File: config.mk
export PLATFORM = sky130hd
export DESIGN_NAME = json_content_field_extractor
export DESIGN_NICKNAME = d
export VERILOG_FILES = /design/src/rtl/jcfe_pkg.sv /design/src/rtl/jcfe_window.sv /design/src/rtl/jcfe_ctrl.sv /design/src/rtl/json_content_field_extractor.sv
export VERILOG_INCLUDE_DIRS = /design/src /design/src/rtl
export SDC_FILE = /design/constraint.sdc
export NUM_CORES = 1
export LEC_CHECK = 0
export ABC_AREA = 0
export ABC_CLOCK_PERIOD_IN_PS = 2600
export BUFFER_PORTS_ARGS = -buffer_cell sky130_fd_sc_hd__buf_4
export CORE_MARGIN = 2
export CORE_UTILIZATION = 54
export CTS_CLUSTER_DIAMETER = 150
export CTS_CLUSTER_SIZE = 16
export DETAILED_ROUTE_END_ITERATION = 8
export PLACE_DENSITY = 0.85
export RECOVER_POWER = 100
export SLEW_MARGIN = 5
export SYNTH_ARGS = -nofsm -noshare
export SYNTH_HDL_FRONTEND = slang
export SYNTH_SLANG_ARGS = --single-unit
File: constraint.sdc
create_clock -name clk -period 2.6 [get_ports clk]
set_input_delay 0.39 -clock clk [delete_from_list [all_inputs] [get_ports clk]]
set_output_delay 0.39 -clock clk [all_outputs]
set_load 0.05 [all_outputs]
File: src/rtl/assert_macros.svh
// ----------------------------------------------------------------------------
// assert_macros
// assertion helpers shared by the rtl files
// ----------------------------------------------------------------------------
`ifndef ASSERT_MACROS_SVH
`define ASSERT_MACROS_SVH

// implication checked on every clock edge outside reset
`define JCFE_ASSERT_IMPL(lbl, clk, rstn, ante, cons, msg) \
	lbl: assert property (@(posedge clk) disable iff (!rstn) (ante) |-> (cons)) \
		else $error(msg);

// implication whose consequent is checked in the cycle after the antecedent
`define JCFE_ASSERT_NEXT(lbl, clk, rstn, ante, cons, msg) \
	lbl: assert property (@(posedge clk) disable iff (!rstn) (ante) |=> (cons)) \
		else $error(msg);

`endif

File: src/rtl/jcfe_pkg.sv
// ----------------------------------------------------------------------------
// jcfe_pkg
// types, character constants and helpers of the content field extractor
// ----------------------------------------------------------------------------
`timescale 1ns / 1ps
`default_nettype none

package jcfe_pkg;

	typedef enum logic [2:0] {
		PH_SEARCH = 3'd0,
		PH_COLON  = 3'd1,
		PH_SPACE  = 3'd2,
		PH_STRING = 3'd3,
		PH_DONE   = 3'd4
	} phase_t;

	typedef enum logic [1:0] {
		ST_OK       = 2'd0,
		ST_NO_KEY   = 2'd1,
		ST_NO_COLON = 2'd2,
		ST_NO_QUOTE = 2'd3
	} status_t;

	typedef struct packed {
		logic [7:0] in_char;
		logic       is_last;
	} in_item_t;

	typedef struct packed {
		logic [7:0] out_char;
		logic       char_valid;
		logic       finished;
		status_t    status;
	} res_item_t;

	typedef struct packed {
		logic shift;
		logic clear;
	} win_ctrl_t;

	localparam int unsigned KEY_LEN = 9;
	localparam logic [8*KEY_LEN-1:0] KEY = "\"content\"";

	localparam logic [7:0] CH_NUL   = 8'h00;
	localparam logic [7:0] CH_COLON = 8'h3a;
	localparam logic [7:0] CH_QUOTE = 8'h22;
	localparam logic [7:0] CH_BSL   = 8'h5c;
	localparam logic [7:0] CH_N     = 8'h6e;
	localparam logic [7:0] CH_R     = 8'h72;
	localparam logic [7:0] CH_T     = 8'h74;
	localparam logic [7:0] CH_LF    = 8'h0a;
	localparam logic [7:0] CH_CR    = 8'h0d;
	localparam logic [7:0] CH_TAB   = 8'h09;
	localparam logic [7:0] CH_SP    = 8'h20;

	function automatic logic is_live(input phase_t ph);
		return (ph == PH_SEARCH) || (ph == PH_COLON) || (ph == PH_SPACE) ||
			(ph == PH_STRING);
	endfunction

	function automatic status_t end_status(input phase_t ph);
		status_t st;
		unique case (ph)
			PH_SEARCH: st = ST_NO_KEY;
			PH_COLON:  st = ST_NO_COLON;
			PH_SPACE:  st = ST_NO_QUOTE;
			default:   st = ST_OK;
		endcase
		return st;
	endfunction

	function automatic logic is_space(input logic [7:0] c);
		return (c == CH_SP) || ((c >= CH_TAB) && (c <= CH_CR));
	endfunction

endpackage

`default_nettype wire

File: src/rtl/jcfe_window.sv
// ----------------------------------------------------------------------------
// jcfe_window
// sliding byte window and key compare
// ----------------------------------------------------------------------------
`timescale 1ns / 1ps
`default_nettype none

module jcfe_window import jcfe_pkg::*; (
	input  wire logic       clk,
	input  wire logic       arst_n,
	input  wire win_ctrl_t  ctrl,
	input  wire logic [7:0] in_char,
	output logic            hit
);

	localparam int unsigned WIN_W = 8 * (KEY_LEN - 1);

	// oldest byte in the top bits, newest in the bottom
	logic [WIN_W-1:0] win_q;

	always_ff @(posedge clk or negedge arst_n) begin
		if (!arst_n) begin
			win_q <= '0;
		end else if (ctrl.clear) begin
			win_q <= '0;
		end else if (ctrl.shift) begin
			win_q <= {win_q[WIN_W-9:0], in_char};
		end
	end

	// key seen when the current byte completes it, before that byte is shifted in
	assign hit = ({win_q, in_char} == KEY);

endmodule

`default_nettype wire

File: src/rtl/jcfe_ctrl.sv
// ----------------------------------------------------------------------------
// jcfe_ctrl
// extraction phase machine, unescaping and result build
// ----------------------------------------------------------------------------
`timescale 1ns / 1ps
`default_nettype none

module jcfe_ctrl import jcfe_pkg::*; (
	input  wire logic     clk,
	input  wire logic     arst_n,
	input  wire logic     step,
	input  wire in_item_t item,
	input  wire logic     hit,
	output win_ctrl_t     win,
	output res_item_t     res,
	output logic          res_valid
);

`include "assert_macros.svh"

	phase_t phase_q;
	phase_t phase_d;
	logic   esc_q;
	logic   esc_d;
	logic   [7:0] c;

	assign c = item.in_char;

	always_ff @(posedge clk or negedge arst_n) begin
		if (!arst_n) begin
			phase_q <= PH_SEARCH;
			esc_q   <= 1'b0;
		end else begin
			phase_q <= phase_d;
			esc_q   <= esc_d;
		end
	end

	always_comb begin
		phase_d = phase_q;
		esc_d   = esc_q;
		res     = '0;
		win     = '0;
		if (step) begin
			if (is_live(phase_q) && (c == CH_NUL)) begin
				res.finished = 1'b1;
				res.status   = end_status(phase_q);
				phase_d      = PH_DONE;
			end else begin
				unique case (phase_q)
					PH_SEARCH: begin
						win.shift = 1'b1;
						if (hit) begin
							phase_d = PH_COLON;
						end
					end
					PH_COLON: begin
						if (c == CH_COLON) begin
							phase_d = PH_SPACE;
						end
					end
					PH_SPACE: begin
						if (c == CH_QUOTE) begin
							phase_d = PH_STRING;
						end else if (!is_space(c)) begin
							res.finished = 1'b1;
							res.status   = ST_NO_QUOTE;
							phase_d      = PH_DONE;
						end
					end
					PH_STRING: begin
						if (esc_q) begin
							esc_d          = 1'b0;
							res.char_valid = 1'b1;
							unique case (c)
								CH_N:    res.out_char = CH_LF;
								CH_R:    res.out_char = CH_CR;
								CH_T:    res.out_char = CH_TAB;
								default: res.out_char = c;
							endcase
						end else if (c == CH_BSL) begin
							esc_d = 1'b1;
						end else if (c == CH_QUOTE) begin
							res.finished = 1'b1;
							res.status   = ST_OK;
							phase_d      = PH_DONE;
						end else begin
							res.char_valid = 1'b1;
							res.out_char   = c;
						end
					end
					default: begin
					end
				endcase
			end
			// end of text closes an open extraction and restarts the search
			if (item.is_last) begin
				if (is_live(phase_d)) begin
					res.finished = 1'b1;
					res.status   = end_status(phase_d);
				end
				phase_d   = PH_SEARCH;
				esc_d     = 1'b0;
				win.clear = 1'b1;
			end
		end
	end

	assign res_valid = res.char_valid || res.finished;

	`JCFE_ASSERT_NEXT(a_last_restarts, clk, arst_n, step && item.is_last,
		(phase_q == PH_SEARCH) && !esc_q, "last item did not restart the search")
	`JCFE_ASSERT_IMPL(a_esc_in_string, clk, arst_n, esc_q,
		(phase_q == PH_STRING) || (phase_q == PH_DONE), "escape pending outside string")
	`JCFE_ASSERT_IMPL(a_done_silent, clk, arst_n, step && (phase_q == PH_DONE) && !item.is_last,
		!res_valid, "result produced after finishing")

endmodule

`default_nettype wire

File: src/rtl/json_content_field_extractor.sv
// an accepted item goes to the input register, its result then to the result register
// throughput: one item per cycle; a full result register stalls intake only when not taken
// items that give no result leave nothing in the result register
// reset: arst_n clears the phase machine, byte window, escape flag and valid bits
// the search also restarts after every item flagged last
// ----------------------------------------------------------------------------
// json_content_field_extractor
// streams out the unescaped string value of the first "content" key
// ----------------------------------------------------------------------------
`timescale 1ns / 1ps
`default_nettype none

module json_content_field_extractor import jcfe_pkg::*; (
	input  wire logic     clk,
	input  wire logic     arst_n,
	input  wire logic     item_valid,
	output logic          item_ready,
	input  wire in_item_t item,
	output logic          result_valid,
	input  wire logic     result_ready,
	output res_item_t     result
);

	logic      item_valid_s1;
	in_item_t  item_s1;
	logic      adv;
	logic      step;
	logic      hit;
	win_ctrl_t win;
	res_item_t res;
	logic      res_valid;
	logic      result_valid_q;
	res_item_t result_q;

	assign adv        = !result_valid_q || result_ready;
	assign step       = item_valid_s1 && adv;
	assign item_ready = !item_valid_s1 || adv;

	// input register
	always_ff @(posedge clk or negedge arst_n) begin
		if (!arst_n) begin
			item_valid_s1 <= 1'b0;
		end else if (item_ready) begin
			item_valid_s1 <= item_valid;
		end
	end

	always_ff @(posedge clk) begin
		if (item_ready && item_valid) begin
			item_s1 <= item;
		end
	end

	jcfe_window u_window (
		.clk     (clk),
		.arst_n  (arst_n),
		.ctrl    (win),
		.in_char (item_s1.in_char),
		.hit     (hit)
	);

	jcfe_ctrl u_ctrl (
		.clk       (clk),
		.arst_n    (arst_n),
		.step      (step),
		.item      (item_s1),
		.hit       (hit),
		.win       (win),
		.res       (res),
		.res_valid (res_valid)
	);

	// result register
	always_ff @(posedge clk or negedge arst_n) begin
		if (!arst_n) begin
			result_valid_q <= 1'b0;
		end else if (adv) begin
			result_valid_q <= step && res_valid;
		end
	end

	always_ff @(posedge clk) begin
		if (step && res_valid) begin
			result_q <= res;
		end
	end

	assign result_valid = result_valid_q;
	assign result       = result_q;

endmodule

`default_nettype wire

# Word-level counts from Yosys, hierarchy flattened
# Cells that the tools add are included.
dict set report classes {
  order_cmp 2
  n_eq_ne 15
  muxes 39
  bitwise 2
  reduce_logical 24
}
# cell n
set ops {}
lappend ops {{$mux W64} 2}
lappend ops {{$eq A72 B70 Y1 const B} 1}
lappend ops {{$mux W3} 17}
lappend ops {{$eq A8 B7 Y1 const B} 4}
lappend ops {{$eq A8 B6 Y1 const B} 3}
lappend ops {{$pmux W8 S3} 1}
lappend ops {{$mux W9} 2}
lappend ops {{$eq A3 B2 Y1 const B} 4}
lappend ops {{$mux W12} 1}
lappend ops {{$pmux W2 S3} 2}
lappend ops {{$pmux W3 S4} 1}
lappend ops {{$logic_or A1 B1 Y1} 10}
lappend ops {{$mux W1} 10}
lappend ops {{$ge A8 B4 Y1 const B} 1}
lappend ops {{$le A8 B4 Y1 const B} 1}
lappend ops {{$logic_not A8 Y1} 1}
lappend ops {{$eq A3 B1 Y1 const B} 2}
lappend ops {{$logic_not A3 Y1} 2}
lappend ops {{$pmux W3 S2} 1}
lappend ops {{$logic_and A1 B1 Y1} 5}
lappend ops {{$mux W4} 1}
lappend ops {{$reduce_bool A2 Y1} 2}
lappend ops {{$reduce_and A3 Y1} 1}
lappend ops {{$reduce_or A3 Y1} 1}
lappend ops {{4 further kinds} 6}
dict set report word_totals {
  regBits 91
  in_bits 13
  output_inout_bits 14
  word_cells 93
}

# Logic depth before layout (Yosys ltp)
dict set report depth {
  word_depth 17
  depth_mapped 9
}

# Cells and area by module
# A second synthesis with hierarchy kept.
dict set report unflattened {
  cells_unflattened 374
  hier_area_um2 4305.4
}
# module n_inst cells_per_inst area_each_um2 seq_area_each_um2
set by_module_without_submodules {}
lappend by_module_without_submodules {jcfe_window 1 233 2781.4 1601.5}
lappend by_module_without_submodules {jcfe_ctrl 1 110 782.0 100.1}
lappend by_module_without_submodules {json_content_field_extractor 1 31 742.0 680.7}

# Worst setup path after synthesis
# Ideal clock, no wire load.
dict set report synth_timing {
  path_type {register -> register}
  start {register result_valid_q, in the netlist result_valid}
  end {register result_q (netlist bit result[0]) (enable)}
  t_arrival_ps 2393
  slack_ps -180
  stages_incl_launch_ff 7
  path_buffers 1
  cell_sequence {dfrtp_1 nand2b_1 nand2_1 or4_1 buf_2 nand2b_4 o22ai_1}
}
dict set report synth_via {
  elab_chain_cells 6
}
# item line_no
set synth_lines {}
lappend synth_lines {{start, declared} json_content_field_extractor.sv:32} ;# logic result_valid_q;
lappend synth_lines {{start signal, assigned} json_content_field_extractor.sv:78} ;# result_valid_q <= step && res_valid;
lappend synth_lines {{$logic_not A1 Y1 (*)} json_content_field_extractor.sv:35} ;# assign adv = !result_valid_q || result_ready;
lappend synth_lines {{$logic_or A1 B1 Y1 (*)} json_content_field_extractor.sv:35}
lappend synth_lines {{$logic_and A1 B1 Y1 (*)} json_content_field_extractor.sv:36} ;# assign step = item_valid_s1 && adv;
lappend synth_lines {{$mux W4} jcfe_ctrl.sv:44} ;# if (step) begin
lappend synth_lines {{$logic_or A1 B1 Y1} jcfe_ctrl.sv:109} ;# assign res_valid = res.char_valid || res.finished;
lappend synth_lines {{$logic_and A1 B1 Y1 (*)} json_content_field_extractor.sv:83} ;# if (step && res_valid) begin
lappend synth_lines {{end signal, assigned} json_content_field_extractor.sv:84} ;# result_q <= res;
lappend synth_lines {{end, declared} json_content_field_extractor.sv:33} ;# res_item_t result_q;
# Every way passes the cells marked *; elsewhere a longest branch is shown, timed or not.
# A chain may end at the register's enable or synchronous reset.

# Worst setup path in the final report
dict set report layout_timing {
  start {register u_ctrl.phase_q[0]}
  end {register u_window.win_q[18]}
}
dict set report layout_via {
  elab_chain_cells 8
  word_cells_on_any_way 12
  cone_classes {eq/ne: 3; mux: 3; reduce/logical: 6}
}
# item line_no
set layout_lines {}
lappend layout_lines {{start, declared} jcfe_ctrl.sv:21} ;# phase_t phase_q;
lappend layout_lines {{start signal, assigned} jcfe_ctrl.sv:34} ;# phase_q <= phase_d;
lappend layout_lines {{$eq A3 B1 Y1 or $logic_not A3 Y1 (tied branches)} {jcfe_pkg.sv:58, jcfe_ctrl.sv:50}}
lappend layout_lines {{$logic_or A1 B1 Y1 (3 in series)} jcfe_pkg.sv:58} ;# return (ph == PH_SEARCH) || (ph == PH_COLON) || (ph == PH_SPACE) ||
lappend layout_lines {{$logic_and A1 B1 Y1} jcfe_ctrl.sv:45} ;# if (is_live(phase_q) && (c == CH_NUL)) begin
lappend layout_lines {{$mux W1 (*)} jcfe_ctrl.sv:45}
lappend layout_lines {{$mux W2 (*)} jcfe_ctrl.sv:44}
lappend layout_lines {{$reduce_bool A2 Y1 (no line) (*)} -}
lappend layout_lines {{end signal, assigned} jcfe_window.sv:27} ;# win_q <= {win_q[WIN_W-9:0], in_char};
lappend layout_lines {{end, declared} jcfe_window.sv:19} ;# logic [WIN_W-1:0] win_q;
# Marked as above.

==> reports/results.md <==
| Stage | Result | This run |
|:---|:---|:---|
| global routing | All-layer global routing usage | 23.4% |
| clock network | Sink Count | 91 |
| sta | Timing-limited maximum frequency | 415 MHz |
| clock network | Clock tree buffer depth | 2 |
| power and ir drop | Pwr per Cell Area | 660 mW/mm² |
| global routing | Via count of the first global-routing pass | 3093 |
| finish | Area growth from synthesis to layout | 11.5% |
| worst setup path | Required time of the critical path | 2.87 ns |
| synth | List of most frequent post-synthesis cells | 137 x sky130_fd_sc_hd__nand2_1, 72 x sky130_fd_sc_hd__a21oi_1, 70 x sky130_fd_sc_hd__dfrtp_1, 21 x sky130_fd_sc_hd__edfxtp_1, 19 x sky130_fd_sc_hd__nor2_1 |
| synth | Mapped cell area | 0.00413 mm² |
| route | Mean number of vias per cell | 5.73 |
| sta | Tightest Pin Transition | 1.72 ns |
| floorplan | Die Width | 91.5 µm |
| sta | Final-report hold violation count | 0 |
| sta | Max-slew headroom | -14.9% |
| global routing | Maximum number of pins on one net before global-route repair | 71 |
| finish | Reg area | 0.00238 mm² |
| finish | Area of the multi-input gates | 0.00161 mm² |
| power and ir drop | Worst-case vdd ir drop | 0.000368 V |
| sta | RSZ-0062 raised after global routing | no |
| run status | Violations in the final reports | capacitance limit, slew limit |
| finish | Number of inserted filler cells in the final layout | 614 |
| floorplan | Io pins | 27 |
| power and ir drop | Switching power as a share of total power | 28.6% |
| placed design | Global placer's final weighted congestion | 0.908 |
| worst setup path | Endpoint type of the worst setup path | flip-flop |
| power and ir drop | Internal power of the cells | 2.17 mW |
| clock network | Root buffer selected by CTS | sky130_fd_sc_hd__clkbuf_8 |
| floorplan | Row Count | 31 |
| floorplan | Full die area | 0.00837 mm² |
| synth | Largest cells by area after synthesis | sky130_fd_sc_hd__dfrtp_1 42%, sky130_fd_sc_hd__edfxtp_1 15%, sky130_fd_sc_hd__nand2_1 12%, sky130_fd_sc_hd__a21oi_1 8.7%, sky130_fd_sc_hd__nor2_1 1.7% |
| floorplan | Initial cell density of the core | 56.4% |
| power and ir drop | Net switching power | 0.871 mW |
| sta | Final sum of negative setup slack | 0 ns |
| placed design | HPWL after detailed placement | 6060 µm |
| finish | Number of nets in the layout | 476 |
| finish | Antenna cells | 0 |
| clock network | TritonCTS buffer count | 9 |
| run status | Status | complete, but fails checks |
| clock network | Clock Pin Slew Worst Setup and Hold Paths | 0.10 ns |
| floorplan | Floorplan Core Area | 0.00733 mm² |
| synth | Number of synthesized flops with an enable pin | 21 |
| power and ir drop | Sequential share of power | 54.8% |
| route | Via count | 3249 |
| sta | Final worst path period share | 92.8% |
| global routing | Antenna violations before repair | 0 |
| finish | Proportion of layout cells with a drive suffix above 1 | 11.5% |
| synth | Most frequently used cell type in the post-synthesis netlist | sky130_fd_sc_hd__nand2_1 |
| synth | Number of warnings reported in the yosys synthesis log | 0 |
| power and ir drop | Clock network power share | 32.3% |
| synth | Proportion of synthesized flip-flops having asynchronous set or reset | 76.9% |
| route | DRC | 0 |
| route | First DRT Iteration DRCs | 237 |
| flow run | Number of max-cap violations | 1 |
| synth | Sequential-to-total area share from yosys stat | 57.7% |
| sta | Max-slew violation count | 71 |
| synth | Cell variety after synth | 50 |
| power and ir drop | Relative contribution of combinational cells to total power | 12.9% |
| sta | Final period demand of the worst path | 2.41 ns |
| synth | Synthesized net count | 447 |
| clock network | CTS tree | done |
| synth | Main flop type after synthesis | sky130_fd_sc_hd__dfrtp_1 |
| synth | Leading area contributor after synthesis | sky130_fd_sc_hd__dfrtp_1 |
| worst setup path | Largest fanout on the critical path | 29 |
| worst hold path | Hold Path Class | in -> reg |
| synth | Average cell area after synthesis | 9.52 µm² |
| worst setup path | Critical path class | reg -> reg |
| route | Post-detailed-route wirelength per cell | 16.0 µm |
| clock network | Clock H-tree levels | 3 |
| worst setup path | Critical path arrival | 2.68 ns |
| clock network | Later-pin clock latency in the skew report | 0.37 ns |
| sta | # setup viols final | 0 |
| synth | Syn Inst Count | 434 |
| synth | Number of synthesized register bits | 91 |
| floorplan | Vert. Die Dim | 91.5 µm |
| placed design | Number of input and output port buffers inserted | 26 |
| worst setup path | Launching element type of the critical path | flip-flop |
| power and ir drop | Total chip power | 3.04 mW |
| power and ir drop | Leakage Power | 1.89 nW |
| global routing | First-pass GRT wire length | 15600 µm |
| clock network | Setup repair bufs after CTS | 0 |
| route | Post-Route WL | 9100 µm |
| sta | Setup skew after layout | 0.0169 ns |
| global routing | Overflow left after global routing | 0 |
| route | First-pass iteration count of the detailed router | 5 |
| route | Remaining antenna violation count | 0 |
| synth | Area share of the largest cell type after synthesis | 42.4% |
worst max-delay path, cell delays in order (launching register included):
cell and delay (ns):
sky130_fd_sc_hd__dfrtp_1 0.49, sky130_fd_sc_hd__or3_4 0.43, sky130_fd_sc_hd__nor3_4 0.76, sky130_fd_sc_hd__buf_4 0.40, sky130_fd_sc_hd__nand2_1 0.11, sky130_fd_sc_hd__a21oi_1 0.13
per-stage QoR:
stage / instance area (µm²) / instances / utilization [%] / hold slack (ns) / setup slack (ns)
2_1_floorplan: 4140 / 434 / - / 0.0944 / 0.108
3_3_place_gp: 4500 / 551 / 61.3 / 0.511 / 0.212
3_5_place_dp: 4500 / 551 / 61.3 / 0.521 / 0.182
4_1_cts: 4700 / 567 / 64.1 / 0.169 / 0.159
5_1_grt: 4610 / 567 / 62.8 / 0.197 / 0.0151
6_report: 4610 / 567 / 62.8 / 0.215 / 0.188
cell families (layout without fill, tap and decap cells):
logic type      after synthesis  in the layout  synth area share [%]
buf+inv                      32             66                  3.69
xor+xnor                      2              2                 0.424
compound gates               89             89                  12.1
simple gates                220            220                  26.2
flops                        91             91                  57.7
routing by layer:
metal	track usage, %	wire length, µm	part of all wire (%)
met4	5.56	101	1.1
met2	36.5	4510	50
met3	4.48	385	4.2
met1	33.9	4100	45
met5	0	0	0
flip-flops by register name (all words and copies together), names as in the netlist:
signal          cells
result_valid        1
u_window.win_q     64
item_valid_s1       1
result             12
u_ctrl.phase_q      3
item_s1             9
u_ctrl.esc_q        1
timing repair:
item / 4_1_cts / 5_1_grt
hold buffers: 0 / 0
resized for setup: 0 / 1
setup endpoints to repair: 0 / 1
worst paths after layout:
kind                                                     start                             end  slack, ns  depth (start not counted)
worst max-delay path             u_ctrl.phase_q[0]$_DFFE_PN0P_  u_window.win_q[18]$_DFFE_PN0P_       0.19                          5
worst min-delay path                                   item[0]            item_s1[0]$_DFFE_PP_       0.21                          1
worst max register to register   u_ctrl.phase_q[0]$_DFFE_PN0P_  u_window.win_q[18]$_DFFE_PN0P_       0.19                          5
max in group asynchronous                               arst_n  u_window.win_q[16]$_DFFE_PN0P_       1.10                          1
worst min register to register  u_window.win_q[61]$_DFFE_PN0P_  u_window.win_q[61]$_DFFE_PN0P_       0.53                          2
min in group asynchronous                               arst_n  u_window.win_q[32]$_DFFE_PN0P_       0.48                          1
power by group through the flow:
stage	Clock [mW]	Sequential [mW]	Combinational, mW
6_report	0.984	1.67	0.392
5_1_grt	1.06	1.68	0.440
4_1_cts	1.01	1.67	0.415
3_5_place_dp	0	1.69	0.413
3_3_place_gp	0	1.69	0.402
2_1_floorplan	0	1.71	0.238
layout by cell type (no fill, tap or decap), types with 8 or more instances in the layout:
master	n
sky130_fd_sc_hd__nand2_1	137
sky130_fd_sc_hd__a21oi_1	72
sky130_fd_sc_hd__dfrtp_1	70
sky130_fd_sc_hd__edfxtp_1	21
sky130_fd_sc_hd__nor2_1	18
sky130_fd_sc_hd__clkbuf_1	18
sky130_fd_sc_hd__buf_4	18
sky130_fd_sc_hd__clkbuf_8	10
sky130_fd_sc_hd__clkbuf_4	10
sky130_fd_sc_hd__nand2b_1	8
final cells by class:
cell class | count | area share (%)
clock buffer | 11 | 3.07
multi-input combinational | 311 | 34.8
clock inverter | 5 | 1.30
inverter | 4 | 0.326
timing repair buffer | 46 | 6.06
tap | 99 | 2.69
sequential | 91 | 51.7
(Power assumes the default switching activity.)
